--- config.mk ---
export PLATFORM = sky130hd
export DESIGN_NAME = htd_ram
export DESIGN_NICKNAME = d
export VERILOG_FILES = /design/src/rtl/core/huffman_tree_decoder_core_defines.svh /design/src/rtl/core/htd_ram.sv
export SDC_FILE = /design/constraint.sdc
export NUM_CORES = 1
export LEC_CHECK = 0
export ABC_AREA = 1
export BUFFER_PORTS_ARGS = -buffer_cell sky130_fd_sc_hd__buf_2
export CAP_MARGIN = 20
export CORE_ASPECT_RATIO = 2
export CORE_MARGIN = 2
export CORE_UTILIZATION = 60
export DETAILED_ROUTE_END_ITERATION = 8
export GPL_TIMING_DRIVEN = 0
export HOLD_SLACK_MARGIN = 0.08
export PLACE_DENSITY = 0.78
export SYNTH_ARGS = -nofsm -noshare
export SYNTH_HDL_FRONTEND = slang
export SYNTH_SLANG_ARGS = --single-unit
--- constraint.sdc ---
create_clock -name clock -period 2.51 [get_ports clock]
set_clock_uncertainty 0.1 [all_clocks]
set_input_delay 0.502 -clock clock [delete_from_list [all_inputs] [get_ports clock]]
set_output_delay 0.502 -clock clock [all_outputs]
set_load 0.005 [all_outputs]
--- src/rtl/core/huffman_tree_decoder_core_defines.svh ---
// ----------------------------------------------------------------------------
// Huffman tree decoder assertion macros
// Shared property wrappers for the decoder core. They sample on clock and
// are disabled while reset is high.
// ----------------------------------------------------------------------------
`ifndef HUFFMAN_TREE_DECODER_CORE_DEFINES_SVH
`define HUFFMAN_TREE_DECODER_CORE_DEFINES_SVH

// The consequent must hold in the same cycle as the antecedent.
`define HTD_ASSERT_SAME(name, ante, cons, msg) \
   name: assert property (@(posedge clock) disable iff (reset) (ante) |-> (cons)) \
      else $error(msg);

// The consequent must hold in the cycle after the antecedent.
`define HTD_ASSERT_NEXT(name, ante, cons, msg) \
   name: assert property (@(posedge clock) disable iff (reset) (ante) |=> (cons)) \
      else $error(msg);

`endif

--- src/rtl/core/htd_ram.sv ---
// ----------------------------------------------------------------------------
// Generic single-port-write, single-port-read RAM
// One write and one registered read per cycle. Read data holds while the
// read enable is low.
// ----------------------------------------------------------------------------
`timescale 1ns / 1ps

module htd_ram #(
   parameter int WIDTH = 8,
   parameter int DEPTH = 16
) (
   input  logic                     clock,
   input  logic                     wr_en,
   input  logic [$clog2(DEPTH)-1:0] wr_addr,
   input  logic [WIDTH-1:0]         wr_data,
   input  logic                     rd_en,
   input  logic [$clog2(DEPTH)-1:0] rd_addr,
   output logic [WIDTH-1:0]         rd_data
);

   logic [WIDTH-1:0] mem [DEPTH];
   logic [WIDTH-1:0] rd_data_ff;

   // Write port.
   always_ff @(posedge clock) begin
      if (wr_en) begin
         mem[wr_addr] <= wr_data;
      end
   end

   // Registered read port.
   always_ff @(posedge clock) begin
      if (rd_en) begin
         rd_data_ff <= mem[rd_addr];
      end
   end

   assign rd_data = rd_data_ff;

endmodule

==> results of run 1 <==
## path summary, 6_finish.rpt
kind / end / cells past startpoint
max reg2reg: rd_data[5] / 6
min reg2reg: rd_data[2] / 6
max: mem[4][6] / 3
min: rd_data[2] / 1
## power groups by stage
stage	clock [mW]	combinational (mW)	sequential, mW
6_report	2.75	0.333	2.57
2_1_floorplan	0	0.179	2.62
4_1_cts	2.77	0.328	2.57
5_1_grt	2.87	0.359	2.58
3_3_place_gp	0	0.319	2.62
3_5_place_dp	0	0.325	2.62
## worst reg2reg max path, cell delays in order (launching register included)
cell and delay [ns]:
edfxtp_1 0.35, inv_1 0.08, nand2_1 0.06, nand3_1 0.15, nand3_1 0.10, nand3_1 0.12, nand2_1 0.08
## kinds of logic after synthesis
| family | Yosys count |
|---|---|
| and+or+nand+nor | 289 |
| DFF | 136 |
| buffers and inverters | 126 |
## layer usage
metal	share of wire (%)	wire [microns]	track usage, %	up-vias
met4	7.6	1050	20.4	0
met2	54	7550	49.9	217
li1	-	-	-	1869
met3	6.5	904	4.70	67
met5	0	0	0	-
met1	32	4390	30.5	1835
## synthesized netlist by cell type
cell type	count	area (sq um)
inv_1	100	375
buf_4	4	30.0
nand3b_1	2	15.0
nand3_1	97	485
inv_2	2	7.51
nand2_1	173	649
nor2_1	17	63.8
buf_1	1	3.75
buf_2	13	65.1
buf_6	6	67.6
edfxtp_1	136	4080
## stage by stage
step,hold slack (ns),area (sq um),cells,power [mW],setup WS [ns]
5_1_grt,0.335,6780,737,5.81,0.701
3_5_place_dp,0.646,6130,706,2.94,0.379
4_1_cts,0.329,6780,737,5.67,0.788
6_report,0.347,6780,737,5.66,0.756
2_1_floorplan,0.501,5850,551,2.80,0.957
3_3_place_gp,0.639,6130,706,2.93,0.502
## final cells by class
class                   instances  area [sq um]
multi-input cells             289          1210
flip-flops and latches        136          4080
inverters                     102           383
well taps                     132           165
clock inverters                13           226
plain buffers                  24           166
clock buffers                  18           429
repair buffers                 23           115
fillers                       665          2850
## flip-flops by register name (all words and copies together) (netlist names)
register  flops
rd_data       8
mem         128
==> impl_metrics.py, run 1 <==
metrics = {
    "status": {
        "outcome": "finished clean",
    },
    "sta": {
        "maxSlewHeadroom_pct": 36.4,
        "rsz0062_at_grt": "false",
        "clock.fmax_ghz": 0.570,
        "post-route-min-period_ns": 1.75,
        "timing.final.crit_share_pct": 69.9,
        "maxSlewViolCount": 0,
        "setup_viol": 0,
        "max_slew.worst_pin.slew_ns": 0.951,
        "finalHoldViolCount": 0,
        "setup_tns_ns": 0,
    },
    "setup_path": {
        "cp_top_family": "simple AND/OR/NAND/NOR gates",
        "slowest_stage": "nor2_1",
        "critPathArrivalTime_ns": 1.69,
        "r2r_slack_ns": 1.21,
        "worst-endpoint-required_ns": 2.44,
        "critical_path.max_stage_delay_ns": 0.79,
        "r2r_start": "mem[9][5]",
        "critPathKind": "input port to flop",
        "path_buf_inv": 1,
        "critPathMaxFanout": 8,
        "path_cells": "buf_2 -> nand3b_1 -> nor2_1",
        "crit_start": "wr_addr[3]",
        "cp-start-kind": "input port",
        "end_kind": "flop",
    },
    "drt": {
        "drt_wl_total_mm": 13.9,
        "post_drt_via_cell_ratio": 5.41,
        "ant_nets": 0,
        "dr.pass1.iters": 8,
        "first_iter_violations": 675,
        "route.detailed.drc": 0,
        "vias": 3988,
        "wl_per_cell_microns": 18.8,
    },
    "pwr": {
        "p_leak_nw": 2.94,
        "vdd_drop_max_mv": 0.644,
        "power_frac_seq_pct": 45.5,
        "p_sw_mw": 1.15,
        "pwr-share-comb_pct": 5.9,
        "p_clk_share_pct": 48.6,
        "switching_share_pct": 20.3,
        "powerDensity_mw_per_mm2": 834,
        "p_int_mw": 4.51,
    },
    "global_routing": {
        "grt_pass1_vias": 3783,
        "gr-total-overflow": 0,
        "grt_usage_pct": 28.8,
        "grt_start_max_net_pins": 17,
        "grt_pass1_wl_mm": 20.8,
        "antenna_found_initial": 0,
    },
    "floorplan": {
        "initial_core_util_pct": 60.7,
        "rows": 51,
        "die_h_microns": 144,
        "core_area_sq_mm": 0.00964,
        "die_x_microns": 73.8,
        "io_pins": 27,
        "die_area_sq_mm": 0.0106,
    },
    "cells_and_area": {
        "final_cell_mix": "nand2_1 (173), edfxtp_1 (136), inv_1 (100)",
        "post-route-util_pct": 70.4,
        "diodes": 0,
        "drive_gt1_share_pct": 12.6,
        "final_common_cell": "nand2_1",
        "fin_nets": 612,
        "syn_to_final_growth_pct": 16.0,
    },
    "logic_synthesis": {
        "synth_xor_area_share_pct": 0,
        "synth_top_family_by_area": "simple AND/OR/NAND/NOR gates",
        "synth-seq-cells": 136,
        "syn_avg_cell_area_sq_um": 10.6,
        "synthSimpleGateAreaFrac_pct": 20.8,
        "synthesis.area_sq_mm": 0.00585,
        "synth_compound_area_share_pct": 0,
        "seq_area_frac_synth_pct": 69.8,
        "syn-num-nets": 570,
        "synth_mux_area_share_pct": 0,
        "synth-adder-area-share_pct": 0,
        "yosys_warnings": 0,
        "synthDistinctLibCells": 11,
        "synthCells": 551,
    },
    "clock_tree": {
        "cts_root_buffer": "clkbuf_16",
        "clock_sinks": 136,
        "cts.repair.resized": 0,
        "holdBufCountCts": 0,
        "clock_path_buffers": 2,
        "clk_pin_slew_ns": 0.06,
        "postCtsSetupRepairBufs": 0,
        "cts_buffers": 17,
        "clock_latency_ns": 0.41,
        "tritoncts": "yes",
        "htreeDepth": 4,
    },
    "run": {
        "max-cap-violations": 0,
    },
    "placed_design": {
        "portBuffers": 23,
        "gp_congestion": 0.995,
        "dp_hpwl_mm": 9.49,
    },
    "min_path": {
        "hold_path.startpoint": "rd_en",
        "hp-class": "input port to flop",
    },
}
(Power assumes the default switching activity.)
==> inputs of run 2 (changes only) <==
--- a/config.mk
+++ b/config.mk
@@ -10,11 +10,11 @@
 export CAP_MARGIN = 20
 export CORE_ASPECT_RATIO = 2
 export CORE_MARGIN = 2
-export CORE_UTILIZATION = 60
+export CORE_UTILIZATION = 55
 export DETAILED_ROUTE_END_ITERATION = 8
 export GPL_TIMING_DRIVEN = 0
 export HOLD_SLACK_MARGIN = 0.08
-export PLACE_DENSITY = 0.78
+export PLACE_DENSITY = 0.75
 export SYNTH_ARGS = -nofsm -noshare
 export SYNTH_HDL_FRONTEND = slang
 export SYNTH_SLANG_ARGS = --single-unit
==> constraint.sdc (replaced) <==
create_clock -name clock -period 1.48 [get_ports clock]
set_clock_uncertainty 0.1 [all_clocks]
set_input_delay 0.296 -clock clock [delete_from_list [all_inputs] [get_ports clock]]
set_output_delay 0.296 -clock clock [all_outputs]
set_load 0.005 [all_outputs]
==> impl_metrics.py, run 2 (synthesized netlist as in run 1, its figures left out) <==
metrics = {
    "status": {
        "outcome": "finished clean",
    },
    "clock_tree": {
        "clock_path_buffers": 2,
        "holdBufCountCts": 0,
        "cts.repair.resized": 0,
        "postCtsSetupRepairBufs": 0,
        "tritoncts": "yes",
        "clk_pin_slew_ns": 0.06,
        "clock_latency_ns": 0.42,
        "cts_root_buffer": "clkbuf_16",
        "cts_buffers": 17,
        "htreeDepth": 4,
        "clock_sinks": 136,
    },
    "setup_path": {
        "end_kind": "flop",
        "critPathMaxFanout": 8,
        "critPathKind": "input port to flop",
        "worst-endpoint-required_ns": 1.42,
        "critPathArrivalTime_ns": 1.39,
        "cp-start-kind": "input port",
        "r2r_cells": 6,
        "critical_path.max_stage_delay_ns": 0.72,
        "path_cells": "buf_2 -> nand3b_1 -> nor2_1",
        "slowest_stage": "nor2_1",
    },
    "sta": {
        "setup_tns_ns": 0,
        "maxSlewHeadroom_pct": 40.1,
        "setup_viol": 0,
        "max_slew.worst_pin.slew_ns": 0.895,
        "post-route-min-period_ns": 1.45,
        "finalHoldViolCount": 0,
        "maxSlewViolCount": 0,
        "clock.fmax_ghz": 0.690,
        "timing.final.crit_share_pct": 97.9,
        "rsz0062_at_grt": "false",
        "worst_slack_ns": 0.0304,
    },
    "drt": {
        "route.detailed.drc": 0,
        "wl_met3_microns": 749,
        "dr.max_layer_used": "met4",
        "wl_per_cell_microns": 18.7,
        "vias": 3943,
        "drt_wl_total_mm": 13.9,
        "ant_nets": 0,
        "first_iter_violations": 326,
        "wl_met1_mm": 4.90,
        "dr.pass1.iters": 5,
        "post_drt_via_cell_ratio": 5.31,
        "dr_wl_met2_mm": 7.27,
    },
    "global_routing": {
        "grt_usage_pct": 25.7,
        "grt_pass1_vias": 3756,
        "grt_start_max_net_pins": 17,
        "gr-total-overflow": 0,
        "antenna_found_initial": 0,
        "grt_pass1_wl_mm": 20.9,
    },
    "cells_and_area": {
        "instances_no_fill": 743,
        "final_common_cell": "nand2_1",
        "final_cell_mix": "nand2_1 (173), edfxtp_1 (136), inv_1 (100)",
        "largest_reg_flops": 128,
        "multiInputGateArea_sq_mm": 0.00121,
        "fin_nets": 612,
        "n_fill_cell": 811,
        "diodes": 0,
        "drive_gt1_share_pct": 12.5,
        "ff_latch_area_sq_mm": 0.00408,
        "top_register": "mem",
        "design_area_sq_mm": 0.00670,
        "syn_to_final_growth_pct": 14.5,
    },
    "floorplan": {
        "initial_core_util_pct": 56.2,
        "core_area_sq_mm": 0.0104,
        "die_x_microns": 76.9,
        "die_h_microns": 150,
        "io_pins": 27,
        "die_area_sq_mm": 0.0115,
        "rows": 53,
    },
    "pwr": {
        "p_leak_nw": 2.89,
        "vdd_drop_max_mv": 1.71,
        "total_power_mw": 8.91,
        "powerDensity_mw_per_mm2": 1330,
    },
    "placed_design": {
        "place_inst": 711,
        "gp_congestion": 1.02,
        "dp_hpwl_mm": 9.62,
        "pre_cts_ws_ns": -0.377,
        "place_area_sq_mm": 0.00613,
        "portBuffers": 23,
    },
    "min_path": {
        "hp-class": "input port to flop",
        "worst_hold_path.num_cells": 1,
    },
    "run": {
        "max-cap-violations": 0,
    },
}
[run 2: cell count changes in the layout (fill, tap and decap cells not counted)]
cell	change
inv_6	-1
bufinv_16	-4
clkinv_1	+1
clkinv_2	+2
clkinvlp_4	+3
[run 2: cell type report]
class | instances | area share [%]
clock buffer | 18 | 6.41
clock inverter | 14 | 2.00
sequential | 136 | 61.0
multi-input combinational | 289 | 18.1
inverter | 102 | 5.72
timing repair buffer | 23 | 1.72
tap | 137 | 2.56
buffer | 24 | 2.49
[run 2: routing by layer]
| layer | vias up | global-route usage (%) |
|---|---|---|
| met1 | 1838 | 27.5 |
| met3 | 58 | 4.83 |
| met5 | - | 0 |
| li1 | 1873 | - |
| met4 | 0 | 18.8 |
| met2 | 174 | 44.8 |
[run 2: critical path, delay by kind of cell]
family,cells,cell delay [ns]
simple gates,2,0.98
buf+inv,1,0.12
[run 2: through the flow]
stage | hold WS (ns) | utilization [%]
floorplan | 0.295 | -
global placement | 0.526 | 58.9
detailed placement | 0.534 | 58.9
CTS | 0.109 | 64.3
global route | 0.126 | 64.3
finish | 0.109 | 64.3
[run 2: report_power, final]
| part | internal (mW) | switching [mW] | total [mW] |
|---|---|---|---|
| logic | 0.161 | 0.397 | 0.558 |
| registers | 4.34 | 0.0196 | 4.36 |
| clock network | 2.45 | 1.54 | 3.99 |
[run 2: final timing paths]
path | to | slack, ns | start
min reg2reg | rd_data[6] | 0.66 | mem[10][6]
max | mem[9][1] | 0.03 | wr_addr[2]
max reg2reg | rd_data[4] | 0.16 | mem[11][4]
min | rd_data[1] | 0.11 | rd_en
==> inputs of run 3 (changes only) <==
--- a/config.mk
+++ b/config.mk
@@ -5,16 +5,17 @@
 export SDC_FILE = /design/constraint.sdc
 export NUM_CORES = 1
 export LEC_CHECK = 0
-export ABC_AREA = 1
+export ABC_AREA = 0
 export BUFFER_PORTS_ARGS = -buffer_cell sky130_fd_sc_hd__buf_2
 export CAP_MARGIN = 20
 export CORE_ASPECT_RATIO = 2
-export CORE_MARGIN = 2
-export CORE_UTILIZATION = 55
+export CORE_MARGIN = 5
+export CORE_UTILIZATION = 57
+export CTS_BUF_LIST = sky130_fd_sc_hd__clkbuf_2
 export DETAILED_ROUTE_END_ITERATION = 8
 export GPL_TIMING_DRIVEN = 0
 export HOLD_SLACK_MARGIN = 0.08
-export PLACE_DENSITY = 0.75
+export PLACE_DENSITY = 0.78
 export SYNTH_ARGS = -nofsm -noshare
 export SYNTH_HDL_FRONTEND = slang
 export SYNTH_SLANG_ARGS = --single-unit
==> impl_metrics.py, run 3 <==
metrics = {
    "status": {
        "outcome": "finished, violations left",
        "violations": "setup timing",
    },
    "logic_synthesis": {
        "yosys_warnings": 0,
        "ys_async_sr_fraction_pct": 0,
        "yosysMostFrequentCell": "edfxtp_1",
        "synth_top_cell_area_share_pct": 78.1,
        "synthSimpleGateAreaFrac_pct": 3.14,
        "synthesis.area_sq_mm": 0.00523,
        "synthTopCellsByCount": "edfxtp_1 (136), mux4_2 (18), a22oi_1 (16)",
        "synthCells": 229,
        "synth_flop_cell": "edfxtp_1",
        "synth_xor_area_share_pct": 0,
        "synth_top_family_by_area": "multiplexers",
        "synthDistinctLibCells": 18,
        "syn_avg_cell_area_sq_um": 22.8,
        "yosys-top-cells-area": "edfxtp_1 (78%), mux4_2 (7.8%), mux4_1 (7.0%)",
        "synth_top_area_cell": "edfxtp_1",
        "seq_area_frac_synth_pct": 78.1,
        "synth-adder-area-share_pct": 0,
        "synth_edf_count": 136,
        "synth-seq-cells": 136,
        "syn-num-nets": 248,
        "synth_mux_area_share_pct": 14.8,
        "synth_compound_area_share_pct": 2.30,
    },
    "global_routing": {
        "grt_pass1_vias": 2503,
        "grt_usage_pct": 17.7,
        "grt_start_max_net_pins": 17,
        "antenna_found_initial": 1,
        "grt_pass1_wl_mm": 14.1,
        "gr-total-overflow": 0,
    },
    "min_path": {
        "hp-class": "input port to flop",
    },
    "drt": {
        "dr.pass1.iters": 7,
        "wl_met1_mm": 3.26,
        "dr_wl_met2_mm": 5.14,
        "wl_met3_microns": 501,
        "post_drt_via_cell_ratio": 5.99,
        "drt_wl_total_mm": 9.20,
        "vias": 2402,
        "wl_per_cell_microns": 22.9,
        "route.detailed.drc": 0,
        "first_iter_violations": 231,
        "dr.max_layer_used": "met4",
        "ant_nets": 0,
    },
    "floorplan": {
        "die_x_microns": 77.7,
        "rows": 49,
        "die_h_microns": 145,
        "io_pins": 27,
        "initial_core_util_pct": 58.0,
        "core_area_sq_mm": 0.00901,
        "die_area_sq_mm": 0.0113,
    },
    "clock_tree": {
        "clock_path_buffers": 2,
        "clk_pin_slew_ns": 0.18,
        "postCtsSetupRepairBufs": 0,
        "clock_latency_ns": 0.64,
        "htreeDepth": 4,
        "clock_sinks": 136,
        "tritoncts": "yes",
        "cts_root_buffer": "clkbuf_2",
        "cts_buffers": 17,
    },
    "cells_and_area": {
        "fin_nets": 304,
        "ff_latch_area_sq_mm": 0.00408,
        "final_common_cell": "edfxtp_1",
        "multiInputGateArea_sq_mm": 0.00112,
        "n_fill_cell": 571,
        "syn_to_final_growth_pct": 13.0,
        "top_register": "mem",
        "largest_reg_flops": 128,
        "drive_gt1_share_pct": 37.9,
        "final_cell_mix": "edfxtp_1 (136), mux4_2 (32), buf_2 (28)",
    },
    "run": {
        "max-cap-violations": 0,
    },
    "sta": {
        "worst_slack_ns": -0.0929,
        "maxSlewHeadroom_pct": 45.8,
        "finalHoldViolCount": 0,
        "rsz0062_at_grt": "true",
        "post-route-min-period_ns": 1.57,
        "maxSlewViolCount": 0,
        "setup_tns_ns": -0.838,
        "clock.fmax_ghz": 0.636,
        "setup_viol": 20,
        "timing.final.crit_share_pct": 106,
        "max_slew.worst_pin.slew_ns": 0.810,
    },
    "setup_path": {
        "r2r_end": "rd_data[2]",
        "end_kind": "primary output",
        "critical_path.max_stage_delay_ns": 0.40,
        "r2r_slack_ns": -0.06,
        "path_buf_inv": 1,
        "crit_path_end": "rd_data[3]",
        "crit_start": "rd_data[3]",
        "critPathMaxFanout": 1,
        "critPathArrivalTime_ns": 1.18,
        "cp_top_family": "flip-flops",
        "r2r_start": "mem[3][2]",
        "r2r_cells": 3,
        "worst-endpoint-required_ns": 1.08,
        "path_cells": "buf_2",
        "slowest_stage": "edfxtp_1",
        "cp-start-kind": "flop",
        "critPathKind": "flop to primary output",
        "critical_path_depth": 1,
    },
    "pwr": {
        "powerDensity_mw_per_mm2": 1140,
        "vdd_drop_max_mv": 0.942,
        "p_leak_nw": 1.91,
        "total_power_mw": 6.73,
    },
    "placed_design": {
        "gp_congestion": 0.865,
        "dp_hpwl_mm": 6.47,
        "portBuffers": 25,
    },
}
run 3: cell count changes after synthesis, sizes merged, moves of 2 or more:
cell | before | now
nand2 | 173 | 9
inv | 102 | 0
nand3 | 97 | 1
mux4 | 0 | 32
buf | 24 | 7
a22oi | 0 | 16
nor2 | 17 | 13
nor3 | 0 | 4
clkdlybuf4s25 | 0 | 3
nand2b | 0 | 2
run 3: layer usage:
layer	track usage [%]	up-vias
li1	-	1087
met1	20.6	1211
met2	29.8	90
met3	4.58	14
met4	8.43	0
met5	0	-
run 3: how the worst min path moves through the flow:
stage / to / start / cells past startpoint / slack, ns
after floorplan: mem[0][0] / wr_data[0] / 0 / 0.29
after global placement: rd_data[3] / rd_en / 1 / 0.53
after detailed placement: rd_data[5] / rd_en / 1 / 0.53
after CTS: mem[0][6] / wr_addr[3] / 3 / 0.03
after global routing: mem[0][5] / wr_addr[3] / 3 / 0.01
final: mem[0][1] / wr_addr[3] / 3 / 0.09
run 3: final cells by class:
cell class / instances / share of cell area [%]
diodes: 1 / 0.0424
clock buffers: 20 / 1.69
multi-input cells: 83 / 19.0
repair buffers: 37 / 4.15
clock inverters: 12 / 1.84
flip-flops and latches: 136 / 69.1
plain buffers: 10 / 2.03
well taps: 102 / 2.16
run 3: kinds of logic (layout without fill, tap and decap cells):
kind of cell           after synthesis  after routing
AND/OR/NAND/NOR                     35             35
other                                0              1
buffers and inverters               10             79
multiplexers                        32             32
flip-flops                         136            136
AO/OA/AOI/OAI                       16             16
run 3: through the flow:
stage	utilization [%]	instances	setup WS, ns	hold WS, ns	instance area [sq um]
after detailed placement	61.0	356	-0.370	0.533	5500
after global routing	65.6	401	-0.203	0.0114	5910
after floorplan	-	229	-0.116	0.295	5250
after CTS	65.0	399	-0.163	0.0301	5860
final	65.6	401	-0.0929	0.0944	5910
after global placement	61.0	356	-0.343	0.526	5500
run 3: power by group:
group / internal [mW] / leakage [nW] / switching [mW]
Sequential: 4.33 / 1.24 / 0.0195
Combinational: 0.215 / 0.543 / 0.261
Clock: 0.756 / 0.133 / 1.14
Total: 5.30 / 1.91 / 1.42
run 3: repair_timing:
item	CTS	global route
setup endpoints to repair	16	40
pin swaps	1	0
resized for setup	10	6
hold buffers	11	1
hold endpoints to repair	179	27
cloned	0	0
